File: src/rtl/vefm_pkg.sv
package vefm_pkg;

  localparam int CHUNK_SIZE_DEF = 16;
  localparam int FACE_COUNT = 6;
  localparam int ID_W = 16;

  localparam logic [1:0] OP_WRITE_BLOCK = 2'd0;
  localparam logic [1:0] OP_WRITE_FACE  = 2'd1;
  localparam logic [1:0] OP_QUERY       = 2'd2;

  typedef struct packed {
    logic [1:0]      opcode;
    logic [3:0]      pos_x;
    logic [3:0]      pos_y;
    logic [3:0]      pos_z;
    logic [ID_W-1:0] id_value;
    logic [2:0]      face;
  } vefm_item_t;

  typedef struct packed {
    logic [ID_W-1:0]       block_id;
    logic [FACE_COUNT-1:0] exposed_faces;
  } vefm_result_t;

  typedef struct packed {
    logic en;
    logic we;
  } vefm_chunk_ctl_t;

  typedef struct packed {
    logic       en;
    logic [1:0] wmask;
  } vefm_plane_ctl_t;

  typedef enum logic [2:0] {
    ST_CLEAR,
    ST_IDLE,
    ST_NEIGH,
    ST_LAST,
    ST_DONE
  } vefm_state_t;

endpackage

File: src/rtl/vefm_plane_mem.sv
module vefm_plane_mem import vefm_pkg::*; #(
  parameter int AW = 10
) (
  input  logic            clk,
  input  vefm_plane_ctl_t ctl,
  input  logic [AW-1:0]   addr,
  input  logic [1:0]      wdata,
  output logic [1:0]      rdata
);

  logic [1:0] mem [2**AW];

  always_ff @(posedge clk) begin
    if (ctl.en) begin
      if (|ctl.wmask) begin
        if (ctl.wmask[0]) begin
          mem[addr][0] <= wdata[0];
        end
        if (ctl.wmask[1]) begin
          mem[addr][1] <= wdata[1];
        end
      end else begin
        rdata <= mem[addr];
      end
    end
  end

endmodule

File: config.mk
export PLATFORM = sky130hd
export DESIGN_NAME = vefm_plane_mem
export DESIGN_NICKNAME = d
export VERILOG_FILES = /design/src/rtl/vefm_pkg.sv /design/src/rtl/vefm_plane_mem.sv
export SDC_FILE = /design/constraint.sdc
export NUM_CORES = 2
export LEC_CHECK = 0
export BUFFER_PORTS_ARGS = -buffer_cell sky130_fd_sc_hd__buf_2
export CAP_MARGIN = 20
export CORE_UTILIZATION = 30
export CTS_CLUSTER_DIAMETER = 100
export DETAILED_ROUTE_END_ITERATION = 16
export PLACE_DENSITY = 0.5
export SYNTH_ARGS = -nofsm -noshare
export SYNTH_HDL_FRONTEND = slang
export SYNTH_SLANG_ARGS = --single-unit
File: constraint.sdc
create_clock -name clk -period 5 [get_ports clk]
set_input_delay 0.5 -clock clk [delete_from_list [all_inputs] [get_ports clk]]
set_output_delay 0.5 -clock clk [all_outputs]
set_load 0.005 [all_outputs]
==> reports/qor.yml <==
ys.flop_type: "edfxtp_1"
antenna_found_initial: 13
ant_nets: 0
cts_sinks: 2050
path_clk_slew_ns: 0.06
avgSynthCellArea_sq_um: 13.7
end_kind: "register"
vias: 54500
grt_pass1_vias: 53400
required_ns: 5.58
synth_area_sq_um: 88100
std_cell_rows: 198
tightest_slew_ns: 1.11
most-common-layout-cells: "nor2_1, edfxtp_1, mux2i_1"
post-dp-hpwl_microns: 144000
synth_edf_count: 2050
die_h_microns: 544
grt_overflow: 0
layout_worst_path_cycle_share_pct: 62.6
outcome: "finished, final reports clean"
cp-start-kind: "input port"
routed_wirelength_microns: 280000
setup_tns_ns: 0
grt_use_total_pct: 18.5
crit_slowest_cell: "buf_8"
crit_arrival_ns: 3.71
synth.yosys.seq_area_share_pct: 69.9
synth_area_leader_cell: "edfxtp_1"
cts_max_level: 4
max_freq_mhz: 319
fin_skew_ns: 0.0317
ys_seq_elements: 2050
grt_pass1_wl_microns: 395000
drt_iter0_markers: 6611
vdd_drop_max_uv: 252
drive_gt1_share_pct: 12.9
synthArstFlopShare_pct: 0
synthTopCellsByArea: "edfxtp_1, nor2_1, mux2i_1"
clock_insertion_delay_worst_skew_ns: 0.87
numCtsBuffers: 211
cts_root_buf: "clkbuf_16"
hp-class: "in -> reg"
yosysWarnings: 0
wire_per_inst_microns: 27.0
globalplace.congestion: 0.780
cp_max_fo: 58
die_x_microns: 544
dr.pass1.iters: 6
die_area_sq_um: 296000
portBuffers: 17
drv_cap: 0
critPathMaxStageDelay_ns: 0.43
post_dp_cell_area_sq_um: 93000
leakagePower_nw: 30.3
grt_setup_unrepaired: "false"
finalMaxSlewViolations: 0
nets: 6310
io_pins: 18
tritoncts: "built"
grt_max_degree: 183
cts_setup_buffers: 0
hold_buffers: 0
powerDensity_nw_per_um2: 358
hold_violations: 0
start_util_pct: 30.2
slew_headroom_pct: 26.1
synthCells: 6442
fin_area_sq_um: 99700
area_growth_pct: 13.2
fin_crit_ns: 3.13
layout_commonest_cell: "nor2_1"
detail_route.vias_per_cell: 5.27
synth_cell_type_count: 53
crit_type: "in -> reg"
setup_viol: 0
cp_cell_sequence: "buf_8 -> buf_12 -> buf_4 -> mux4_2 -> a211oi_1 -> o2111ai_1 -> and3_1 -> o21ai_0 -> nand4b_1"
drc: 0
n_fill_cell: 28500
core_sq_um: 292000
ctsResizeCount: 0
cts.path.max_buffers: 4
syn-num-nets: 6458
yosysTopAreaCellShare_pct: 69.9
-- worst max-delay path: cells and delay by family --
family / cells / cell delay [ns]
buffers and inverters: 3 / 1.25
AO/OA/AOI/OAI: 3 / 0.95
multiplexers: 1 / 0.36
AND/OR/NAND/NOR: 2 / 0.46
-- cells in the mapped netlist (2+ instances only) --
cell,number
a211oi_1,20
a21o_1,2
a21oi_1,3
a22o_1,12
a22oi_1,42
a31oi_1,7
and2_1,5
and3_1,5
buf_1,22
buf_12,4
buf_2,168
buf_4,16
buf_6,19
clkbuf_1,408
edfxtp_1,2050
mux2_2,5
mux2i_1,627
mux4_1,12
mux4_2,192
nand2_1,129
nand3_1,99
nand4_1,17
nand4b_1,6
nand4bb_1,6
nor2_1,2106
nor2b_1,10
nor3_1,22
nor3b_1,3
nor3b_2,2
nor4_1,68
o2111a_1,2
o2111ai_1,13
o211ai_1,6
o21ai_0,50
o221ai_1,3
o22ai_1,261
o31ai_1,2
or4b_1,3
-- cell families after synthesis --
group | count (synthesis) | share of synthesized area (%)
buf+inv | 637 | 3.26
flops | 2050 | 69.9
simple gates | 2489 | 11.3
mux | 836 | 12.4
compound gates | 430 | 3.19
-- routing by layer --
metal | vias to the layer above | share of wire (%) | GRT usage (%)
li1 | 23200 | - | -
met1 | 28900 | 43 | 25.8
met2 | 2017 | 47 | 30.5
met3 | 381 | 6.8 | 2.35
met4 | 0 | 2.5 | 4.69
met5 | - | 0 | 0
-- metrics by stage --
stage          total power, W  hold slack [ns]  setup slack [ns]  util [%]  instances
2_1_floorplan          0.0202            0.599              2.46         -       6442
3_3_place_gp           0.0210             1.04             0.946      31.9       9960
3_5_place_dp           0.0210             1.04             0.973      31.9       9965
4_1_cts                0.0359            0.133              1.89      34.1      10300
5_1_grt                0.0366            0.156              1.71      34.2      10300
6_report               0.0357            0.181              1.87      34.2      10300
-- path summary, 6_finish.rpt --
check,slack (ns),end,depth (start not counted),start
hold / removal,0.18,rdata[0]$_DFFE_PP_,3,ctl[0]
setup / recovery,1.87,rdata[0]$_DFFE_PP_,9,addr[1]
setup reg to reg,2.43,rdata[1]$_DFFE_PP_,7,mem[483][1]$_DFFE_PP_
hold reg to reg,1.06,rdata[0]$_DFFE_PP_,8,mem[376][0]$_DFFE_PP_
-- sequential cells by signal, summed over array words and instances, names as in the netlist --
name,count
mem,2048
rdata,2
-- power breakdown --
part	leakage (nW)	internal, W	switching [W]	total (W)
Sequential	18.4	0.0189	0.00000315	0.0189
Combinational	8.81	0.000529	0.00123	0.00176
Clock	3.07	0.00837	0.00663	0.0150
-- final cells by class --
type | instances | area (sq um) | area share, %
flip-flops and latches | 2050 | 61600 | 61.7
repair buffers | 276 | 2900 | 2.90
clock inverters | 93 | 694 | 0.696
diodes | 1 | 2.50 | 0.00251
multi-input cells | 3755 | 24100 | 24.2
well taps | 3900 | 4880 | 4.89
clock buffers | 269 | 5580 | 5.60
No activity file was read; power rests on OpenSTA's default activity.
